**config.mk**
```make
export PLATFORM = sky130hd
export DESIGN_NAME = tbap_step
export DESIGN_NICKNAME = d
export VERILOG_FILES = /design/src/rtl/tbap_pkg.sv /design/src/rtl/tbap_step.sv
export SDC_FILE = /design/constraint.sdc
export NUM_CORES = 1
export LEC_CHECK = 0
export BUFFER_PORTS_ARGS = -buffer_cell sky130_fd_sc_hd__buf_2
export CAP_MARGIN = 5
export CORE_MARGIN = 2
export CORE_UTILIZATION = 37
export DETAILED_ROUTE_END_ITERATION = 12
export GPL_TIMING_DRIVEN = 0
export PLACE_DENSITY = 0.82
export SYNTH_ARGS = -nofsm -noshare
export SYNTH_HDL_FRONTEND = slang
export SYNTH_SLANG_ARGS = --single-unit
```
**constraint.sdc**
```tcl
create_clock -name vclk -period 2.4
set_input_delay 0.36 -clock vclk [all_inputs]
set_output_delay 0.36 -clock vclk [all_outputs]
set_load 0.005 [all_outputs]
```
**src/rtl/tbap_pkg.sv**
```systemverilog
`default_nettype none
package tbap_pkg;

	localparam int DEFAULT_DEPTH = 256;
	localparam int POS_W         = 9;
	localparam int BTN_W         = 28;
	localparam int PARAM_W       = 32;
	localparam int HAT_W         = 4;
	localparam int DIR_W         = 4;

	typedef enum logic [1:0] {
		KIND_WRITE = 2'd0,
		KIND_START = 2'd1,
		KIND_STOP  = 2'd2,
		KIND_TICK  = 2'd3
	} kind_t;

	typedef enum logic [1:0] {
		OP_PRESS   = 2'd0,
		OP_RELEASE = 2'd1,
		OP_DELAY   = 2'd2,
		OP_NOP     = 2'd3
	} op_t;

	// direction bit positions inside the 4-bit direction field
	localparam int DIR_DOWN  = 0;
	localparam int DIR_UP    = 1;
	localparam int DIR_LEFT  = 2;
	localparam int DIR_RIGHT = 3;

	localparam logic [HAT_W-1:0] HAT_CENTER     = 4'd0;
	localparam logic [HAT_W-1:0] HAT_UP         = 4'd1;
	localparam logic [HAT_W-1:0] HAT_UP_RIGHT   = 4'd2;
	localparam logic [HAT_W-1:0] HAT_RIGHT      = 4'd3;
	localparam logic [HAT_W-1:0] HAT_DOWN_RIGHT = 4'd4;
	localparam logic [HAT_W-1:0] HAT_DOWN       = 4'd5;
	localparam logic [HAT_W-1:0] HAT_DOWN_LEFT  = 4'd6;
	localparam logic [HAT_W-1:0] HAT_LEFT       = 4'd7;
	localparam logic [HAT_W-1:0] HAT_UP_LEFT    = 4'd8;

	typedef enum logic [1:0] {
		ST_IDLE,
		ST_LOAD,
		ST_EXEC,
		ST_DONE
	} state_t;

	typedef struct packed {
		logic [1:0]         kind;
		logic [7:0]         entry_index;
		logic [1:0]         entry_op;
		logic [PARAM_W-1:0] entry_param;
		logic [POS_W-1:0]   start_count;
	} req_word_t;

	typedef struct packed {
		logic [BTN_W-1:0] buttons;
		logic [HAT_W-1:0] hat;
		logic             playing;
		logic [POS_W-1:0] position;
	} rsp_word_t;

	typedef struct packed {
		logic [1:0]         op;
		logic [PARAM_W-1:0] param;
	} entry_t;

	// result of one program step
	typedef struct packed {
		logic [BTN_W-1:0]   buttons;
		logic [DIR_W-1:0]   dir;
		logic [PARAM_W-1:0] param;
		logic               hold;
		logic               adv;
		logic [POS_W-1:0]   pos;
		logic               more;
	} step_res_t;

	function automatic logic [HAT_W-1:0] hat_code(input logic [DIR_W-1:0] d);
		logic [HAT_W-1:0] h;
		if (d[DIR_UP]) begin
			if (d[DIR_RIGHT])
				h = HAT_UP_RIGHT;
			else if (d[DIR_LEFT])
				h = HAT_UP_LEFT;
			else
				h = HAT_UP;
		end else if (d[DIR_RIGHT]) begin
			h = d[DIR_DOWN] ? HAT_DOWN_RIGHT : HAT_RIGHT;
		end else if (d[DIR_DOWN]) begin
			h = d[DIR_LEFT] ? HAT_DOWN_LEFT : HAT_DOWN;
		end else if (d[DIR_LEFT]) begin
			h = HAT_LEFT;
		end else begin
			h = HAT_CENTER;
		end
		return h;
	endfunction

endpackage
`default_nettype wire

```
**src/rtl/tbap_step.sv**
```systemverilog
`default_nettype none
module tbap_step (
	input  wire logic [1:0]                   op,
	input  wire logic [tbap_pkg::PARAM_W-1:0] param,
	input  wire logic [tbap_pkg::POS_W-1:0]   pos,
	input  wire logic [tbap_pkg::POS_W-1:0]   len,
	input  wire logic [tbap_pkg::BTN_W-1:0]   buttons,
	input  wire logic [tbap_pkg::DIR_W-1:0]   dir,
	output tbap_pkg::step_res_t               res
);
	import tbap_pkg::*;

	logic [DIR_W-1:0] dir_sel;

	assign dir_sel = param[PARAM_W-1 -: DIR_W];

	always_comb begin
		res         = '0;
		res.buttons = buttons;
		res.dir     = dir;
		res.param   = param;
		res.pos     = pos + POS_W'(1);
		res.more    = res.pos < len;
		case (op)
			OP_PRESS: begin
				res.adv = 1'b1;
				if (dir_sel != '0)
					res.dir = dir | dir_sel;
				else
					res.buttons = buttons | param[BTN_W-1:0];
			end
			OP_RELEASE: begin
				res.adv = 1'b1;
				if (dir_sel != '0)
					res.dir = dir & ~dir_sel;
				else
					res.buttons = buttons & ~param[BTN_W-1:0];
			end
			OP_DELAY: begin
				if (param == '0) begin
					res.adv = 1'b1;
				end else begin
					res.hold  = 1'b1;
					res.param = param - PARAM_W'(1);
				end
			end
			default: begin
				res.adv = 1'b1;
			end
		endcase
	end

endmodule
`default_nettype wire
```
After elaboration in Yosys (flattened, before gate mapping)
Cells that the tools add are included.
{"block": "totals", "out_inout_bits": 76, "ff_bits": 0}
{"block": "op_classes", "bitwise": 6, "n_mux": 9, "addsub": 2, "n_reduce_logical": 3, "n_lt_le_gt_ge": 1, "eq_ne": 2}
{"cell": "$mux W33", "count": 2}
{"cell": "$pmux W32 S2", "count": 1}
{"cell": "$mux W28", "count": 2}
{"cell": "$logic_not A32 Y1", "count": 1}
{"cell": "$sub A32 B1 Y32 const B", "count": 1}
{"cell": "$and A28 B28 Y28", "count": 1}
{"cell": "$not A28 Y28", "count": 1}
{"cell": "$or A28 B28 Y28", "count": 1}
{"cell": "$add A9 B1 Y9 const B", "count": 1}
{"cell": "$lt A9 B9 Y1", "count": 1}
{"cell": "$mux W4", "count": 2}
{"cell": "$and A4 B4 Y4", "count": 1}
{"cell": "$not A4 Y4", "count": 1}
{"cell": "$or A4 B4 Y4", "count": 1}
{"cell": "$reduce_bool A4 Y1", "count": 1}
{"cell": "$eq A2 B1 Y1 const B", "count": 1}
{"cell": "$eq A2 B2 Y1 const B", "count": 1}
{"cell": "$logic_not A2 Y1", "count": 1}
{"cell": "$mux W1", "count": 2}

Depth between registers and ports, before layout
Gate-level depths: netlist of run 1.
{"block": "logic_depth", "ltp_word": 4, "ltp_mapped": 9, "mapped_depth_nobuf": 9}

Worst setup path before layout of run 1
Ideal clock, no wire load.
{"block": "synth_path", "path_kind": "input to output", "start": "input param[14] (netlist name)", "end": "output res[30] (netlist name)", "arrival_time_ps": 1767, "path_buffers": 0, "stages": 5, "path_slack_ps": 273, "required_ps": 2040, "path_cell_list": "or3_1 > or2_2 > or4_1 > nor2_1 > xor2_1"}
{"element": "from (decl)", "line": "tbap_step.sv:4", "rtl": "input wire logic [tbap_pkg::PARAM_W-1:0] param,"}
{"element": "to (decl)", "line": "tbap_step.sv:9", "rtl": "output tbap_pkg::step_res_t res"}

==> summary.md, run 1 <==
| Metric | Value |
|---|---|
| Status | `completed` |
| Initial core utilization | `38.12%` |
| Post-synthesis cell type count | `41` |
| Final #Nets | `510` |
| Fin crit period | `2.364 ns` |
| Iter 0 DRT Violations | `83` |
| GRT met2 Usage | `45.51%` |
| Initial antenna violation count | `0` |
| P&R area growth vs syn | `82.31%` |
| DRC | `0` |
| First-pass detailed-route iteration total | `6` |
| Post-synth net total | `334` |
| First-pass GRT wire length | `8.487 mm` |
| Tcrit/Tclk final | `98.50%` |
| Avg Cell Area, Syn | `6.335 µm²` |
| Avg Vias per Cell | `5.436` |
| Hold Crit Class | `primary input to output pin` |
| Max_slew headroom | `60.83%` |
| Setup WS post-layout | `0.03592 ns` |
| Measured slew at the worst slew-check pin | `0.5875 ns` |
| GRT Total Usage | `22.93%` |
| Synth warn | `0` |
| Multi-input gate area | `1612 µm²` |
| Sequential area share after synthesis | `0%` |
| CP dominant cell by count | `buf_2` |
| Crit path kind | `primary input to output pin` |
| Worst Setup End Kind | `output pin` |
| Final Max Slew Viols | `0` |
| Placer Congestion | `0.7983` |
| Diode count | `0` |
| Data arrival time of the worst path | `2.00 ns` |
| Post-place setup slack | `-0.3153 ns` |
| CP Launch Type | `primary input` |
| IO Count | `160` |
| Total global routing overflow | `0` |
| Dpl hpwl | `4.866 mm` |
| Leak | `1.401 nW` |
| Fin area | `2760 µm²` |
| Largest net degree at the start of global routing | `11` |
| Critical path, cell by cell | `buf_2 -> nor4_4 -> nand3_2 -> o31ai_4 -> buf_6 -> nor3_1 -> xor2_1 -> buf_2` |
| Fillers | `344` |
| Vias in the first global route | `1913` |
| Post-Syn Area | `1514 µm²` |
| Worst-path fanout max | `5` |
| Gate Count Post-Synth | `239` |
| WL final | `6.474 mm` |
| Slowest-stage cell, CP | `o31ai_4` |
| Min-Delay Endpoint | `res[46]` |
| Height of the die | `67.97 µm` |
| Setup Viol. Count Final | `0` |
| Via count | `2517` |
| Max_cap viols | `0` |
| Hold Buf Count CTS | `0` |
| Global routing usage on met3 | `1.316%` |
| Met1 Use GR | `27.86%` |
| Final Hold Vio Count | `0` |
| Unrepaired setup endpoints after global routing | `true` |
| Top Usage Layer GRT | `met2` |
| FF+latch count | `0` |
| Routed length per placed instance | `13.98 µm` |
| # clk buffers | `0` |
| Row count | `23` |
| Sequential cell area | `0 µm²` |
| CP required | `2.04 ns` |
| Peak VDD IR | `0.00009385 V` |
| Hold Startpoint | `dir[2]` |
| Fmax | `0.4230 GHz` |
| Final ANT Viol Nets | `0` |
| Share of layout cells above drive strength 1 | `52.06%` |
| Worst path max stage delay | `0.42 ns` |
| Die W | `67.97 µm` |
| CORE AREA | `3971 µm²` |
| Die ar. | `4619 µm²` |
| Pwr per Cell Area | `139.8 nW/µm²` |
| Buffers on Ports | `159` |
| Worst hold stages | `4` |
| Dpl cell area | `2372 µm²` |
==> layout by cell type (no fill, tap or decap), types with 3 or more instances in the layout <==
master    count
or3_4         3
buf_2       151
nor4_4        6
buf_6         6
xor2_1       19
clkbuf_2      4
xnor2_1      13
o21ai_0      11
nand2b_1      6
a31oi_1      23
inv_1        10
nor3_2        5
nor3_1        8
a21oi_1      24
nor2_1       12
nand2_1      22
buf_4        17
clkbuf_1      4
nor4_1        3
nand3_1       8
nand4_1       6
ha_1          9
==> worst max path at each step <==
stage,start,endpoint,slack (ns),cells after the start
floorplan,param[14],res[30],0.27,5
global placement,param[28],res[51],-0.29,9
detailed placement,param[28],res[50],-0.32,8
CTS,param[28],res[50],-0.02,8
global route,param[31],res[27],-0.07,8
finish,param[26],res[27],0.04,8
==> per-layer routing <==
metal / routed length, µm / part of all wire (%) / up-vias
li1: - / - / 1232
met1: 2541 / 39 / 1161
met2: 3414 / 53 / 120
met3: 503 / 7.8 / 4
met4: 14 / 0.22 / 0
met5: 0 / 0 / -
==> critical path, delay by kind of cell <==
kind                   cells  cell delay, ns
XOR/XNOR                   1            0.14
buffers and inverters      3            0.46
AND/OR/NAND/NOR            3            0.63
AO/OA/AOI/OAI              1            0.42
==> timing repair <==
| item | 4_1_cts | 5_1_grt |
|---|---|---|
| pin swaps | 3 | 17 |
| endpoints found under the setup margin | 58 | 60 |
| resized for setup | 16 | 56 |
| gates cloned | 0 | 1 |
| setup buffers | 3 | 11 |
==> stage by stage <==
| stage | util [%] | hold WS, ns | power [mW] | TNS, ns | cells |
|---|---|---|---|---|---|
| final | 69.50 | 0.9828 | 0.3857 | 0 | 463 |
| after global routing | 69.50 | 1.003 | 0.4267 | -0.8935 | 463 |
| after CTS | 62.16 | 0.9858 | 0.3508 | -0.03247 | 451 |
| after detailed placement | 59.74 | 0.9839 | 0.3414 | -10.37 | 448 |
| after global placement | 59.74 | 0.9816 | 0.3349 | -10.50 | 448 |
| after floorplan | - | 0.7465 | 0.1451 | 0 | 239 |
==> cell type report <==
cell class | count | share of cell area [%]
Timing Repair Buffer | 174 | 35.04
Inverter | 12 | 1.813
Multi-Input combinational cell | 215 | 58.39
Buffer | 12 | 2.493
Tap cell | 50 | 2.267
==> synth_stat cells, types with 6 or more instances <==
cell	instances	share of area (%)
a21oi_1	24	7.9
a31oi_1	23	9.5
clkbuf_1	11	2.7
ha_1	11	9.1
inv_1	12	3.0
nand2_1	23	5.7
nand2b_1	6	2.5
nand3_1	9	3.0
nand4_1	6	2.5
nor2_1	13	3.2
nor3_1	13	4.3
nor4_1	7	2.9
o21ai_0	11	3.6
xnor2_1	15	8.7
xor2_1	19	11
==> logic make-up after synthesis <==
logic type               share of synthesized area (%)
AND/OR/NAND/NOR                                  37.77
AO/OA/AOI/OAI                                    26.61
adder cells (fa/ha/maj)                          9.091
buffers and inverters                            6.198
multiplexers                                    0.6612
XOR/XNOR                                         19.67
==> where the power goes <==
part           internal, mW  leakage (nW)  total (mW)  switching (mW)
logic                 0.193          1.40       0.386           0.193
clock network             0             0           0               0
registers                 0             0           0               0
total                 0.193          1.40       0.386           0.193
Power figures use the tool's default switching activity.
==> run 2: changes to the inputs <==
Settings changed: RECOVER_POWER set to 25.
Clock period 2.4 ns to 2.5 ns, I/O delays scaled along.
==> run 2 against run 1 <==
  * Setup slack better by 0.039 ns
  * Non-clock buffer count is 7 lower
  * Critical path depth is 2 higher
  * Count of clock-buffer cells in the layout is the same
  * Total power is 13% lower
  * Sequential share of layout area unchanged
  * Critical path type unchanged
  * Critical endpoint unchanged
==> summary.md, run 2 (same netlist as run 1, synthesis figures left out) <==
| Metric | Value |
|---|---|
| GRT Total Usage | `22.83% (was 22.93%)` |
| WL final | `5.987 mm (was 6.474 mm)` |
| CP required | `2.12 ns (was 2.04 ns)` |
| IO Count | `160 (unchanged)` |
| Leak | `1.279 nW (was 1.401 nW)` |
| CORE AREA | `3971 µm² (unchanged)` |
| First-pass detailed-route iteration total | `4 (was 6)` |
| Dpl cell area | `2372 µm² (unchanged)` |
| Worst-path fanout max | `5 (unchanged)` |
| P&R area growth vs syn | `67.69% (was 82.31%)` |
| Max_cap viols | `0 (unchanged)` |
| Unrepaired setup endpoints after global routing | `true (unchanged)` |
| Worst path max stage delay | `0.42 ns (about the same)` |
| Fillers | `390 (was 344)` |
| Routed length per placed instance | `13.13 µm (was 13.98 µm)` |
| Max_slew headroom | `64.66% (was 60.83%)` |
| Peak VDD IR | `0.00007725 V (was 0.00009385 V)` |
| Commonest non-fill, non-tap cells in the layout | `buf_2, a21oi_1, nand2_1, a31oi_1, xor2_1 (was buf_2, a21oi_1, a31oi_1, nand2_1, xor2_1)` |
| Sw Share | `51.22% (was 50.09%)` |
| Tcrit/Tclk final | `97.01%` |
| Iter 0 DRT Violations | `89 (was 83)` |
| Critical path, cell by cell | `buf_2 -> inv_2 -> ha_1 -> nor3b_4 -> nand3_2 -> o31ai_4 -> buf_6 -> nor3_1 -> xor2_1 -> buf_2 (was buf_2 -> nor4_4 -> nand3_2 -> o31ai_4 -> buf_6 -> nor3_1 -> xor2_1 -> buf_2)` |
| Fin area | `2539 µm² (was 2760 µm²)` |
| Hold Crit Class | `primary input to output pin (unchanged)` |
| Top Family by Delay on Critical Path | `buffers and inverters (was simple AND/OR/NAND/NOR gates)` |
| Die ar. | `4619 µm² (unchanged)` |
| Data arrival time of the worst path | `2.05 ns (was 2.00 ns)` |
| Via count | `2416 (was 2517)` |
| Comb power frac | `100.0% (about the same)` |
| Final ANT Viol Nets | `0 (unchanged)` |
| Height of the die | `67.97 µm (unchanged)` |
| FF+latch count | `0 (unchanged)` |
| Largest net degree at the start of global routing | `11 (unchanged)` |
| Final #Nets | `503 (was 510)` |
| Row count | `23 (unchanged)` |
| Worst Setup End Kind | `output pin (unchanged)` |
| Placer Congestion | `0.7983 (unchanged)` |
| Cell Int Power | `164.5 µW (was 192.5 µW)` |
| Final Hold Vio Count | `0 (unchanged)` |
| Fin crit period | `2.425 ns` |
| Vias in the first global route | `1895 (was 1913)` |
| Setup Viol. Count Final | `0 (unchanged)` |
| # clk buffers | `0 (unchanged)` |
| Commonest non-fill, non-tap cell in the layout | `buf_2 (unchanged)` |
| Critical Path Sink | `res[27] (unchanged)` |
| Diode count | `0 (unchanged)` |
| Dpl hpwl | `4.866 mm (unchanged)` |
| Fmax | `0.4123 GHz` |
| Bufs and invs on worst path | `4 (was 3)` |
| DRC | `0 (unchanged)` |
| Power share of the sequential group | `0% (about the same)` |
| Initial core utilization | `38.12% (unchanged)` |
| CP dominant cell by count | `buf_2 (unchanged)` |
| Sequential cell area | `0 µm² (unchanged)` |
| Die W | `67.97 µm (unchanged)` |
| CP Depth | `10 (was 8)` |
| Crit path kind | `primary input to output pin (unchanged)` |
| CP Launch Type | `primary input (unchanged)` |
| Share of layout cells above drive strength 1 | `45.32% (was 52.06%)` |
| Buffers on Ports | `159 (unchanged)` |
| Slowest-stage cell, CP | `o31ai_4 (unchanged)` |
| First-pass GRT wire length | `8.438 mm (was 8.487 mm)` |
| Critical Path Source | `param[0] (was param[26])` |
| Total global routing overflow | `0 (unchanged)` |
| Avg Vias per Cell | `5.298 (was 5.436)` |
| Status | `completed (unchanged)` |
| Initial antenna violation count | `0 (unchanged)` |
| Final core utilization | `63.93% (was 69.50%)` |
| Measured slew at the worst slew-check pin | `0.5301 ns (was 0.5875 ns)` |
| Final Max Slew Viols | `0 (unchanged)` |
| Switch Pwr | `172.8 µW (was 193.2 µW)` |
| Clock power share | `0% (about the same)` |
| Pwr per Cell Area | `132.9 nW/µm² (was 139.8 nW/µm²)` |
run 2: final cells by class:
class / instances / area [µm²] / share of cell area (%)
timing repair buffer: 167 / 860.8 / 33.91
buffer: 12 / 61.31 / 2.415
inverter: 12 / 45.04 / 1.774
multi-input combinational: 215 / 1509 / 59.44
tap: 50 / 62.56 / 2.464
run 2: worst min path at each step:
stage	startpoint	to	slack (ns)	cells after the start
after CTS	buttons[6]	res[54]	1.02	4
after detailed placement	buttons[12]	res[60]	1.01	4
after floorplan	pos[0]	res[1]	0.78	1
after global routing	buttons[12]	res[60]	1.04	4
final	buttons[6]	res[54]	1.01	4
after global placement	buttons[6]	res[54]	1.01	4
run 2: power groups by stage:
| stage | combinational (mW) | clock (mW) | sequential [mW] |
|---|---|---|---|
| 6_report | 0.337 | 0 | 0 |
| 5_1_grt | 0.378 | 0 | 0 |
| 4_1_cts | 0.334 | 0 | 0 |
| 3_5_place_dp | 0.328 | 0 | 0 |
| 3_3_place_gp | 0.322 | 0 | 0 |
| 2_1_floorplan | 0.139 | 0 | 0 |
run 2: per-layer routing:
metal | wire length, µm | vias to the layer above | GRT usage (%) | part of all wire (%)
met3 | 515 | 0 | 1.316 | 8.6
met4 | 0 | 0 | 1.250 | 0
met2 | 3091 | 102 | 45.02 | 52
li1 | - | 1216 | - | -
met1 | 2380 | 1098 | 27.96 | 40
met5 | 0 | - | 0 | 0
run 2: what timing repair did:
item,4_1_cts,5_1_grt
setup buffers,3,4
resized for setup,9,23
endpoints found under the setup margin,46,54
pin swaps,2,6
cloned,0,1
hold buffers,0,0
run 2: through the flow:
stage          setup slack [ns]  cells  TNS [ns]  power, mW  hold WS (ns)
4_1_cts               0.0006632    451         0     0.3336         1.016
3_5_place_dp            -0.2453    448    -6.665     0.3278         1.014
6_report                0.07478    456         0     0.3373         1.015
2_1_floorplan            0.3432    239         0     0.1393        0.7765
5_1_grt                -0.04425    456   -0.7499     0.3785         1.040
3_3_place_gp            -0.2226    448    -6.970     0.3215         1.012
